<file path="config.mk">
export PLATFORM = sky130hd
export DESIGN_NAME = hmcd_front_flat
export DESIGN_NICKNAME = d
export VERILOG_FILES = /design/src/rtl/hmcd_pkg.sv /design/src/rtl/hmcd_in_if.sv /design/src/rtl/hmcd_front.sv /design/src/flat_wrapper.sv
export SDC_FILE = /design/constraint.sdc
export NUM_CORES = 1
export LEC_CHECK = 0
export BUFFER_PORTS_ARGS = -buffer_cell sky130_fd_sc_hd__clkbuf_2
export CAP_MARGIN = 30
export CORE_AREA = 3 3 40 42
export DETAILED_ROUTE_END_ITERATION = 6
export DIE_AREA = 0 0 43 45
export PLACE_DENSITY = 0.6
export SETUP_SLACK_MARGIN = 0.15
export SLEW_MARGIN = 20
export SYNTH_ARGS = -nofsm -noshare
export SYNTH_HDL_FRONTEND = slang
export SYNTH_SLANG_ARGS = --single-unit
</file>
<file path="constraint.sdc">
create_clock -name vclk -period 1.97
set_input_delay 0.197 -clock vclk [all_inputs]
set_output_delay 0.197 -clock vclk [all_outputs]
set_load 0.02 [all_outputs]
</file>
<file path="src/rtl/hmcd_pkg.sv">
// Shared constants, types and helpers of the HTTP message completion detector.
`default_nettype none

package hmcd_pkg;

    // Width of the internal length value and body counter.
    localparam int LENGTH_BITS = 32;
    // Width of the reported length and body count.
    localparam int OUT_BITS    = 32;
    // Width used to clamp an internal value to the reported width.
    localparam int WIDE_BITS   = 64;

    // Field name that carries the body length.
    localparam int NAME_LEN = 14;
    localparam int POS_BITS = $clog2(NAME_LEN);
    localparam logic [7:0] FIELD_NAME [NAME_LEN] = '{
        "C", "o", "n", "t", "e", "n", "t", "-", "L", "e", "n", "g", "t", "h"
    };

    // Character codes.
    localparam logic [7:0] CH_CR    = 8'h0D;
    localparam logic [7:0] CH_LF    = 8'h0A;
    localparam logic [7:0] CH_COLON = 8'h3A;
    localparam logic [7:0] CH_SPACE = 8'h20;
    localparam logic [7:0] CH_TAB   = 8'h09;
    localparam logic [7:0] CH_ZERO  = 8'h30;
    localparam logic [7:0] CH_NINE  = 8'h39;

    // Depth of the queue between classifier and tracker.
    localparam int QUEUE_DEPTH = 2;
    localparam int QPTR_BITS   = $clog2(QUEUE_DEPTH);
    localparam int QCNT_BITS   = $clog2(QUEUE_DEPTH + 1);

    // Largest internal length or count.
    localparam logic [LENGTH_BITS-1:0] SAT_MAX = '1;

    // Progress of the length field parser.
    typedef enum logic [5:0] {
        PH_SEARCH  = 6'b000001,
        PH_WAIT    = 6'b000010,
        PH_SKIP    = 6'b000100,
        PH_DIGITS  = 6'b001000,
        PH_IGNORE  = 6'b010000,
        PH_DONE    = 6'b100000
    } t_phase;

    // One classified byte as it travels from the classifier to the tracker.
    typedef struct packed {
        logic                first;
        logic                is_cr;
        logic                is_lf;
        logic                is_colon;
        logic                is_digit;
        logic [3:0]          digit;
        logic                is_blank;
        logic [NAME_LEN-1:0] name_hit;
    } t_beat;

    // Clamp an internal value to the reported width.
    function automatic logic [OUT_BITS-1:0] clamp_out(input logic [LENGTH_BITS-1:0] v);
        logic [WIDE_BITS-1:0] w;
        w = WIDE_BITS'(v);
        if (w > WIDE_BITS'({OUT_BITS{1'b1}})) begin
            return '1;
        end
        return w[OUT_BITS-1:0];
    endfunction

endpackage

`default_nettype wire

</file>
<file path="src/rtl/hmcd_in_if.sv">
// Input channel: one request byte per beat.
`default_nettype none

interface hmcd_in_if;
    logic       valid;
    logic       ready;
    logic [7:0] data_byte;
    logic       first_byte;

    modport source (output valid, output data_byte, output first_byte, input ready);
    modport sink   (input valid, input data_byte, input first_byte, output ready);
endinterface

`default_nettype wire

</file>
<file path="src/rtl/hmcd_front.sv">
// Front end: takes request bytes and classifies each one for the tracker.
`default_nettype none

module hmcd_front import hmcd_pkg::*; (
    hmcd_in_if.sink i_in,
    output logic    o_push_valid,
    input  logic    i_push_ready,
    output t_beat   o_push_beat
);

    // The queue decides when a byte can be taken.
    assign i_in.ready   = i_push_ready;
    assign o_push_valid = i_in.valid;

    // Classify the byte: line breaks, separators, digits and name characters.
    always_comb begin
        o_push_beat.first    = i_in.first_byte;
        o_push_beat.is_cr    = (i_in.data_byte == CH_CR);
        o_push_beat.is_lf    = (i_in.data_byte == CH_LF);
        o_push_beat.is_colon = (i_in.data_byte == CH_COLON);
        o_push_beat.is_digit = (i_in.data_byte >= CH_ZERO) && (i_in.data_byte <= CH_NINE);
        o_push_beat.digit    = 4'(i_in.data_byte - CH_ZERO);
        o_push_beat.is_blank = (i_in.data_byte == CH_SPACE) || (i_in.data_byte == CH_TAB);
        for (int k = 0; k < NAME_LEN; k++) begin
            o_push_beat.name_hit[k] = (i_in.data_byte == FIELD_NAME[k]);
        end
    end

endmodule

`default_nettype wire

</file>
<file path="src/flat_wrapper.sv">
// flat-port wrapper written by rule: the top's interface ports become plain ports
module hmcd_front_flat import hmcd_pkg::*;
  (o_push_valid, i_push_ready, o_push_beat, i_in_valid, i_in_data_byte, i_in_first_byte, i_in_ready);
  hmcd_in_if i_in_i ();
  output logic o_push_valid;
  input  logic i_push_ready;
  output t_beat o_push_beat;
  input wire logic [$bits(i_in_i.valid)-1:0] i_in_valid;
  input wire logic [$bits(i_in_i.data_byte)-1:0] i_in_data_byte;
  input wire logic [$bits(i_in_i.first_byte)-1:0] i_in_first_byte;
  output wire logic [$bits(i_in_i.ready)-1:0] i_in_ready;
  assign i_in_i.valid = i_in_valid;
  assign i_in_i.data_byte = i_in_data_byte;
  assign i_in_i.first_byte = i_in_first_byte;
  assign i_in_ready = i_in_i.ready;
  hmcd_front u_core (.i_in(i_in_i), .o_push_valid(o_push_valid), .i_push_ready(i_push_ready), .o_push_beat(o_push_beat));
endmodule
</file>
[Yosys cells after proc, flatten, opt, wreduce, memory -nomap -nowiden]
Cells that the tools add are included.
W data, S select, Z words.
Cells by class
  add/sub/neg operators: 1
  $lt $le $gt $ge: 2
  equality and inequality tests: 14
  reductions and logical operators: 2
Operator list (count)
  $eq A8 B7 Y1 const B: 8
  $eq A8 B4 Y1 const B: 3
  $eq A8 B6 Y1 const B: 3
  $ge A8 B6 Y1 const B: 1
  $le A8 B6 Y1 const B: 1
  $sub A4 B1 Y4 const B: 1
  $logic_and A1 B1 Y1: 1
  $logic_or A1 B1 Y1: 1
Word-level totals
  flip-flop bits (word level): 0
  input bits: 11
  output and inout port bits: 26
  logic and storage cells: 19

[Longest topological paths before layout]
  depth after elaboration: 2
  mapped depth: 4
  depth with buffers taken out: 2

[Least setup slack after synthesis]
Ideal clock, no wire load.
  path type: input -> output
  start: input port i_in_data_byte[3]
  end: output port o_push_beat[12] in the netlist's numbering
  arrival time: 1.688 ns
  data required time: 1.773 ns
  setup slack: 0.085 ns
  stages on the path: 4
  path buffers: 2
  cells stage by stage: buf_2 > nand4bb_1 > nor4_1 > buf_4
RTL lines
  start: declaration: line flat_wrapper.sv:9  | input wire logic [$bits(i_in_i.data_byte)-1:0] i_in_data_byte;
  end: declaration: line flat_wrapper.sv:7  | output t_beat o_push_beat;

==> metrics.log <==
[metrics] run status: completed
[metrics] count of mapped cells out of synthesis: 47
[metrics] sw frac: 63.7%
[metrics] number of nets in the synthesized netlist: 58
[metrics] most common cell after layout, fill and taps aside: sky130_fd_sc_hd__clkbuf_2
[metrics] final weighted congestion in routability-driven placement: 0.739
[metrics] Starting Density: 27.4%
[metrics] count of different cell masters after synthesis: 18
[metrics] CP Data Arrival Time: 1.30 ns
[metrics] largest vdd supply drop: 0.0649 mV
[metrics] critical path endpoint category: primary output
[metrics] total number of vias: 379
[metrics] Int Power: 0.0000203 W
[metrics] Routed WL per cell: 11.5 um
[metrics] worst setup path end: o_push_beat[14]
[metrics] data required time of the worst path: 1.77 ns
[metrics] first-pass GRT wire length: 1440 um
[metrics] largest net degree at the start of global routing: 12
[metrics] Synth-to-Final Area Change: 17.8%
[metrics] Relative slew margins: 79.9%
[metrics] total of buffers placed on input and output ports: 31
[metrics] cts repair resizes: 0
[metrics] sequential cells: 0
[metrics] Layout Nets: 75
[metrics] Post-CTS Hold Buffers: 0
[metrics] share of total power in sequential cells: 0%
[metrics] setup tns final: 0 ns
[metrics] I/O pins: 37
[metrics] Via-to-Cell Ratio: 4.92
[metrics] power per standard cell area: 135 nW/um2
[metrics] max frequency: 667 MHz
[metrics] Die Footprint: 1940 um2
[metrics] post-detailed-route count of antenna-violating nets: 0
[metrics] area occupied by registers: 0 um2
[metrics] overall track demand over capacity in global routing: 8.87%
[metrics] Iteration-0 DRC Markers: 11
[metrics] total leakage power: 0.178 nW
[metrics] fraction of final layout cells with drive strength greater than 1: 56.5%
[metrics] vias in the first global route: 301
[metrics] DRT Wirelength: 888 um
[metrics] average instance area after synthesis: 7.48 um2
[metrics] number of pins exceeding their max-slew limit in the final report: 0
[metrics] ANT cells: 0
[metrics] vertical die dimension: 45 um
[metrics] Logic pwr share: 100.0%
[metrics] type of the tightest min-delay check: in -> out
[metrics] utilization after layout: 32.2%
[metrics] RSZ-0062 raised after global routing: false
[metrics] DRC violation count after routing: 0
[metrics] start-to-end type of the worst setup path: in -> out
[metrics] initial antenna violation count: 0
[metrics] total of clock buffers placed in the layout: 0
[metrics] type of element launching the critical path: input pin
[metrics] multi-input gate area in the final layout: 240 um2
[metrics] number of max-cap violations: 0
[metrics] layout filler cell count: 149
[metrics] width of the die: 43 um
[metrics] NetSw: 0.0000358 W
[metrics] standard-cell rows: 13
[metrics] final design instance area without fill: 414 um2
[metrics] global route total overflow: 0
[metrics] number of hold violations in the final report: 0
[metrics] Final HPWL DP: 728 um
[metrics] most frequent cells in the layout: 31 x sky130_fd_sc_hd__clkbuf_2, 5 x sky130_fd_sc_hd__nor3_1, 4 x sky130_fd_sc_hd__or3b_1, 4 x sky130_fd_sc_hd__nor2_1, 3 x sky130_fd_sc_hd__nand4bb_1
[metrics] slew at the pin closest to its max-slew limit: 0.300 ns
[metrics] number of buffers inserted by post-CTS setup repair: 0
[metrics] cell area after synthesis: 352 um2
[metrics] number of setup violations in the final report: 0
[metrics] DR pass1 iterations: 4
[metrics] start point of the critical path: i_in_data_byte[0]
[metrics] Core Region: 1280 um2
[metrics] number of warnings issued by yosys: 0
[metrics] Min Clock Period, post-route: 1.50 ns
[metrics] register area share after synthesis: 0%
[metrics] Critical Path Fanout Max: 11
[metrics] post-detailed-placement cell area: 414 um2
[metrics] power share of the clock group: 0%
[metrics] final worst path period share: 76.1%
power by group through the flow:
stage               clock network, W   logic, W  registers, W
detailed placement                 0  0.0000559             0
finish                             0  0.0000561             0
global route                       0  0.0000617             0
CTS                                0  0.0000561             0
global placement                   0  0.0000553             0
floorplan                          0  0.0000528             0
cell type report:
class,count,area share [%]
multi-input cells,31,58.0
well taps,15,4.53
repair buffers,31,37.5
layer usage:
layer  vias up  share of wire [%]  global-route usage, %  wire length [um]
met3         0                 14                  0.797               126
met5         -                  0                      0                 0
li1        194                  -                      -                 -
met2        26                 39                   12.6               346
met4         0                  0                      0                 0
met1       159                 47                   15.0               415
cell usage after synthesis (all sizes together):
master    n  area share [%]
clkbuf    1             1.1
nand4bb   3             9.6
or3       1             1.8
or4       1             2.1
nor4b     2             8.5
nand2     2             2.1
nand4b    2             5.0
or3b      4              10
nor3      5             7.1
buf      15              32
o21a      1             2.1
nor2      4             4.3
or2       1             1.8
nor4      2             3.6
nand3b    2             4.3
a2111oi   1             4.3
worst max-delay path, stage by stage:
cell                        delay, ns
sky130_fd_sc_hd__clkbuf_2        0.16
sky130_fd_sc_hd__or3b_1          0.41
sky130_fd_sc_hd__a2111oi_2       0.31
sky130_fd_sc_hd__clkbuf_2        0.23
worst min-delay path by stage:
stage	startpoint	end	slack, ns	depth (start not counted)
finish	i_in_first_byte	o_push_beat[23]	0.39	0
global route	i_in_first_byte	o_push_beat[23]	0.39	0
CTS	i_push_ready	i_in_ready	0.39	0
detailed placement	i_push_ready	i_in_ready	0.39	0
global placement	i_push_ready	i_in_ready	0.39	0
floorplan	i_in_data_byte[2]	o_push_beat[14]	0.45	1
cell families (layout without fill, tap and decap cells):
kind of cell           after synthesis  in the layout  synth area share (%)
and+or+nand+nor                     29             29                  60.1
AOI/OAI and AO/OA                    2              2                  6.41
buffers and inverters               16             31                  33.4
metrics by stage:
stage          hold WS [ns]  power [W]  setup slack [ns]  instances
2_1_floorplan         0.446  0.0000528             0.374         47
3_3_place_gp          0.394  0.0000553             0.482         77
6_report              0.394  0.0000561             0.470         77
3_5_place_dp          0.394  0.0000559             0.444         77
5_1_grt               0.394  0.0000617             0.431         77
4_1_cts               0.394  0.0000561             0.446         77
No activity file was read; power rests on OpenSTA's default activity.
