[src/rtl/hmcd_pkg.sv]
// Shared constants, types and helpers of the HTTP message completion detector.
`default_nettype none

package hmcd_pkg;

    // Width of the internal length value and body counter.
    localparam int LENGTH_BITS = 32;
    // Width of the reported length and body count.
    localparam int OUT_BITS    = 32;
    // Width used to clamp an internal value to the reported width.
    localparam int WIDE_BITS   = 64;

    // Field name that carries the body length.
    localparam int NAME_LEN = 14;
    localparam int POS_BITS = $clog2(NAME_LEN);
    localparam logic [7:0] FIELD_NAME [NAME_LEN] = '{
        "C", "o", "n", "t", "e", "n", "t", "-", "L", "e", "n", "g", "t", "h"
    };

    // Character codes.
    localparam logic [7:0] CH_CR    = 8'h0D;
    localparam logic [7:0] CH_LF    = 8'h0A;
    localparam logic [7:0] CH_COLON = 8'h3A;
    localparam logic [7:0] CH_SPACE = 8'h20;
    localparam logic [7:0] CH_TAB   = 8'h09;
    localparam logic [7:0] CH_ZERO  = 8'h30;
    localparam logic [7:0] CH_NINE  = 8'h39;

    // Depth of the queue between classifier and tracker.
    localparam int QUEUE_DEPTH = 2;
    localparam int QPTR_BITS   = $clog2(QUEUE_DEPTH);
    localparam int QCNT_BITS   = $clog2(QUEUE_DEPTH + 1);

    // Largest internal length or count.
    localparam logic [LENGTH_BITS-1:0] SAT_MAX = '1;

    // Progress of the length field parser.
    typedef enum logic [5:0] {
        PH_SEARCH  = 6'b000001,
        PH_WAIT    = 6'b000010,
        PH_SKIP    = 6'b000100,
        PH_DIGITS  = 6'b001000,
        PH_IGNORE  = 6'b010000,
        PH_DONE    = 6'b100000
    } t_phase;

    // One classified byte as it travels from the classifier to the tracker.
    typedef struct packed {
        logic                first;
        logic                is_cr;
        logic                is_lf;
        logic                is_colon;
        logic                is_digit;
        logic [3:0]          digit;
        logic                is_blank;
        logic [NAME_LEN-1:0] name_hit;
    } t_beat;

    // Clamp an internal value to the reported width.
    function automatic logic [OUT_BITS-1:0] clamp_out(input logic [LENGTH_BITS-1:0] v);
        logic [WIDE_BITS-1:0] w;
        w = WIDE_BITS'(v);
        if (w > WIDE_BITS'({OUT_BITS{1'b1}})) begin
            return '1;
        end
        return w[OUT_BITS-1:0];
    endfunction

endpackage

`default_nettype wire

[src/rtl/hmcd_queue.sv]
// Short queue of classified bytes between the front end and the tracker.
`default_nettype none

module hmcd_queue import hmcd_pkg::*; (
    input  logic  i_clk,
    input  logic  i_rst_n,
    input  logic  i_push_valid,
    output logic  o_push_ready,
    input  t_beat i_push_beat,
    output logic  o_pop_valid,
    input  logic  i_pop_ready,
    output t_beat o_pop_beat
);

    t_beat                r_mem [QUEUE_DEPTH];
    logic [QPTR_BITS-1:0] r_wr_ptr;
    logic [QPTR_BITS-1:0] r_rd_ptr;
    logic [QCNT_BITS-1:0] r_count;
    logic [QPTR_BITS-1:0] n_wr_ptr;
    logic [QPTR_BITS-1:0] n_rd_ptr;
    logic                 push;
    logic                 pop;

    // Handshakes on both sides.
    assign o_push_ready = (r_count != QCNT_BITS'(QUEUE_DEPTH));
    assign o_pop_valid  = (r_count != '0);
    assign o_pop_beat   = r_mem[r_rd_ptr];
    assign push         = i_push_valid && o_push_ready;
    assign pop          = o_pop_valid && i_pop_ready;

    // Pointer wrap.
    always_comb begin
        n_wr_ptr = (r_wr_ptr == QPTR_BITS'(QUEUE_DEPTH - 1)) ? '0 : r_wr_ptr + 1'b1;
        n_rd_ptr = (r_rd_ptr == QPTR_BITS'(QUEUE_DEPTH - 1)) ? '0 : r_rd_ptr + 1'b1;
    end

    // Pointers and fill count.
    always_ff @(posedge i_clk) begin
        if (!i_rst_n) begin
            r_wr_ptr <= '0;
            r_rd_ptr <= '0;
            r_count  <= '0;
        end else begin
            if (push) begin
                r_wr_ptr <= n_wr_ptr;
            end
            if (pop) begin
                r_rd_ptr <= n_rd_ptr;
            end
            if (push && !pop) begin
                r_count <= r_count + 1'b1;
            end else if (pop && !push) begin
                r_count <= r_count - 1'b1;
            end
        end
    end

    // Storage of queued beats.
    always_ff @(posedge i_clk) begin
        if (push) begin
            r_mem[r_wr_ptr] <= i_push_beat;
        end
    end

endmodule

`default_nettype wire

[config.mk]
export PLATFORM = sky130hd
export DESIGN_NAME = hmcd_queue
export DESIGN_NICKNAME = d
export VERILOG_FILES = /design/src/rtl/hmcd_pkg.sv /design/src/rtl/hmcd_queue.sv
export SDC_FILE = /design/constraint.sdc
export NUM_CORES = 1
export LEC_CHECK = 0
export ABC_AREA = 1
export BUFFER_PORTS_ARGS = -buffer_cell sky130_fd_sc_hd__buf_2
export CELL_PAD_IN_SITES_DETAIL_PLACEMENT = 2
export CELL_PAD_IN_SITES_GLOBAL_PLACEMENT = 2
export CORE_ASPECT_RATIO = 1.1
export CORE_MARGIN = 10
export CORE_UTILIZATION = 37
export DETAILED_ROUTE_END_ITERATION = 8
export PLACE_DENSITY = 0.86
export RECOVER_POWER = 100
export SLEW_MARGIN = 20
export SYNTH_ARGS = -nofsm -noshare
export SYNTH_HDL_FRONTEND = slang
export SYNTH_SLANG_ARGS = --single-unit
[constraint.sdc]
create_clock -name i_clk -period 2.3 [get_ports i_clk]
set_clock_uncertainty 0.1 [all_clocks]
set_input_delay 0.23 -clock i_clk [delete_from_list [all_inputs] [get_ports i_clk]]
set_output_delay 0.23 -clock i_clk [all_outputs]
set_load 0.1 [all_outputs]
---- Word level (Yosys, flattened, before mapping) ----
Memories as Yosys holds them, arrays and structs flattened. A register that Yosys moved wholly into a read port is not among the register bits.
Cells that the tools add are included.
cells by class
  $add $sub $neg .......................... 4
  $mul .................................... 0
  divide/modulo/power cells ............... 0
  magnitude comparators ................... 0
  equality and inequality tests ........... 1
  shifts and indexed selects .............. 0
  muxes and demuxes ....................... 8
  bitwise operators ....................... 0
  reduce and logical (&&, ||, !) cells .... 8
operator list
  operator             count
  $mux 1               6
  $logic_and 1x1->1    4
  $mux 2               2
  $reduce_bool 2->1    2
  $add 1x1->1 const B  2
  $add 2x1->2 const B  1
  $logic_not 1->1      2
  $ne 2x2->1 const B   1
  $sub 2x1->2 const B  1
word-level totals
  flip-flop bits (word level) ............. 4
  latch bits .............................. 0
  memory bits (writable) .................. 48
  bits in read-only memories .............. 0
  input bits .............................. 28
  output and inout bits ................... 26
  logic and storage cells ................. 25
  memories ................................ 1
memories
  memory  depth  bits a word  read ports  clocked after Yosys merged registers in  write ports  line              text
  r_mem   2      24           1           1                                        1            hmcd_queue.sv:15  t_beat r_mem [QUEUE_DEPTH];

---- Depth between registers and ports, before layout ----
  depth after elaboration ................. 6
  mapped depth ............................ 11
  depth with buffers taken out ............ 11

---- Worst setup path before layout ----
OpenSTA, ideal clock, no wires.
  path kind ............................... register to register
  from .................................... register r_count[0]
  to ...................................... memory r_mem[0][0] in the netlist's numbering (enable)
  library setup time ...................... 0.405 ns
  arrival time ............................ 2.280 ns
  slack ................................... -0.485 ns
  cell stages (with the launch flop) ...... 5
  path buffers ............................ 0
  path through ............................ dfxtp_1 > inv_2 > nand2_1 > nand2_2 > nor2_1
on the way
  longest elaborated chain between the ends .. 4
RTL lines
  item                          line              text
  from (decl)                   hmcd_queue.sv:18  logic [QCNT_BITS-1:0] r_count;
  from (signal assigned)        hmcd_queue.sv:51  r_count <= r_count + 1'b1;
  from (signal assigned)        hmcd_queue.sv:53  r_count <= r_count - 1'b1;
  $ne 2x2->1                    hmcd_queue.sv:25  assign o_push_ready = (r_count != QCNT_BITS'(QUEUE_DEPTH));
  net o_push_ready              hmcd_queue.sv:8   output logic o_push_ready,
  $logic_and 1x1->1             hmcd_queue.sv:28  assign push = i_push_valid && o_push_ready;
  $mux 1                        hmcd_queue.sv:60  if (push) begin
  $mux 1 (not written as such)  hmcd_queue.sv:61  r_mem[r_wr_ptr] <= i_push_beat;
  to (decl)                     hmcd_queue.sv:15
The timed path passes the listed nets, and every way through them passes these cells.

==> metrics.txt <==
most frequent cells after synthesis edfxtp_1 (48), mux2_4 (20), nand2_1 (8), nor2_1 (8), inv_1 (7); Post-DP HPWL 4260 um; PwrDens between 1000 and 1500 mW/mm^2; die area between 0.009 and 0.01 sq mm; top_reg_cell synth edfxtp_1; Slew Limit Fails 0; drt pass-1 iters 3; VDD IR max 728 uV; setup bufs post-CTS 0; Hold WC Path Type primary input to register; Die Ht 98.7 um; placed inst area 0.00280 sq mm; first-pass GRT wire length 7980 um; Die Wd roughly 92 um; CP required 1970 ps; Total Power approximately 0.004 W; Setup CP Type register to output port; Mapped Cells 112; clock tree from TritonCTS built; Hold Violations, Final 0; Mapped Avg Cell Area 18.6 sq um; f_max 0.496 GHz; Clock Latency Late Sink 300 ps; Worst-path clk slew 80 ps; Routed Antenna Nets 0; synthesized cell area roughly 0.0021 sq mm; Yosys top cell area share between 60% and 70%; # IOs 54; Worst setup SP type register; Total GRT Usage between 10% and 20%; run status finished clean; vias in the first global route 1370; core outline area 0.00543 sq mm; total number of vias ~1200; largest net degree at the start of global routing 16; Synth cell types 17; RSZ-0062 raised after global routing false; 1st-iter DRT viols between 60 and 70; largest fanout on the critical path 11; Area Overhead vs Synth 36.7%; max cap viols 0; dominant cells by area after synthesis edfxtp_1 (69%), mux2_4 (14%), dfxtp_1 (4.8%); root cell of the clock tree clkbuf_8; Final setup violation count 0; Routed wire per std cell 20.3 um; # nets final 205; layout cell share with drive strength beyond 1 a little over a third; Post-synth EDFFs 48; post-synth net total 141; CTS Buf Count 5; Rel. slew slack 55.4%; Tmin final just over 2000 ps; CP endpoint kind output port; Port Buffer Count 53; clock sink total 53; num rows 28; asr flop ratio synth 0%; Synth Register Bits 53; DRC 0; placed cells 243; Final Cycle Share 87.7%; ANT cells 0; sequential element share of the synthesized area 74.1%; # fillers 505; leakage power 1.09 nW; Synth area leader edfxtp_1; average vias per placed instance around 4.6; antenna violations before repair 0; most frequent cell after synthesis edfxtp_1; synth warn 0; final setup TNS 0 ps; initial core utilization 38.3%; CTS H-Tree Depth 2; post-route cell area 0.00285 sq mm; gpl congestion 0.664; Max clock buf depth 2; crit path DAT 1690 ps; total gr overflow 0; non-filler cells, final around 250; Post-Route WL just over 5000 um; Post-CTS Resized 0; worst slew pin tran 666 ps
==> cells in the final DEF, fill, tap and decap left out <==
cell type and n:
dlygate4sd3_1 1, o21ai_0 2, dfxtp_1 5, buf_2 7
clkbuf_1 24, a21oi_1 1, clkbuf_8 5, ha_1 1
buf_12 24, clkbuf_2 5, nand2_1 9, nand4_1 1
edfxtp_1 48, mux2_4 20, o21a_1 1, mux2_1 4
buf_4 2, nand3_1 1, inv_1 8, nor2_1 8
==> registers in the layout (all words and copies together), names as in the netlist, named ones only <==
register  flops
r_count       2
r_mem        48
r_rd_ptr      1
r_wr_ptr      1
==> worst max-delay path: stages (launching register included) <==
cell	delay [ps]
dfxtp_1	440
clkbuf_2	410
mux2_4	360
buf_12	170
==> repair_timing <==
item | CTS | global route
endpoints found under the setup margin | 0 | 0
endpoints found under the hold margin | 0 | 2
hold buffers | 0 | 1
==> metal layers <==
metal | vias up | track usage [%] | part of all wire (%)
met2 | 39 | 21.5 | 55
li1 | 537 | - | -
met1 | 570 | 12.2 | 39
met3 | 5 | 3.79 | 4.4
met5 | - | 0 | 0
met4 | 0 | 2.65 | 1.1
==> cell families (layout without fill, tap and decap cells) <==
| group | count (synthesis) | in the layout | synth area share (%) |
|---|---|---|---|
| and+or+nand+nor | 19 | 19 | 3.73 |
| DFF | 53 | 53 | 74.1 |
| adders and majority gates | 1 | 1 | 0.601 |
| muxes | 24 | 24 | 16.6 |
| buffers and inverters | 11 | 76 | 3.91 |
| AOI/OAI and AO/OA | 4 | 4 | 1.08 |
==> worst paths after layout <==
path,cells after the start,slack (ps),to,startpoint
worst max-delay path,3,280,o_pop_beat[22],register
worst min-delay path,1,20,r_mem[0][7]$_DFFE_PP_,i_push_beat[7]
worst max register to register,5,350,r_mem[0][1]$_DFFE_PP_,r_count[0]$_SDFFE_PN0P_
worst min register to register,2,430,r_wr_ptr$_SDFFE_PN0P_,r_wr_ptr$_SDFFE_PN0P_
==> power by group <==
part           switching, W  total (W)  leakage (nW)  internal (W)
Combinational       0.00145    0.00217         0.562      0.000724
Sequential        0.0000670    0.00129         0.489       0.00122
Clock              0.000278   0.000495        0.0395      0.000217
==> stage by stage <==
| stage | setup slack [ps] | utilization (%) | hold slack (ps) |
|---|---|---|---|
| after global routing | 177 | 52.4 | 0.699 |
| final | 283 | 52.4 | 15.3 |
| after global placement | 749 | 51.5 | 321 |
| after floorplan | -130 | - | 229 |
| after detailed placement | 593 | 51.5 | 322 |
| after CTS | 397 | 53.0 | 2.80 |
==> final cells by class <==
class | instances | area [sq um] | area share, %
well taps | 75 | 93.8 | 3.30
flip-flops and latches | 53 | 1540 | 54.2
multi-input cells | 48 | 455 | 16.0
clock buffers | 8 | 80.1 | 2.81
repair buffers | 60 | 644 | 22.6
inverters | 8 | 30.0 | 1.06
Power figures use the tool's default switching activity.
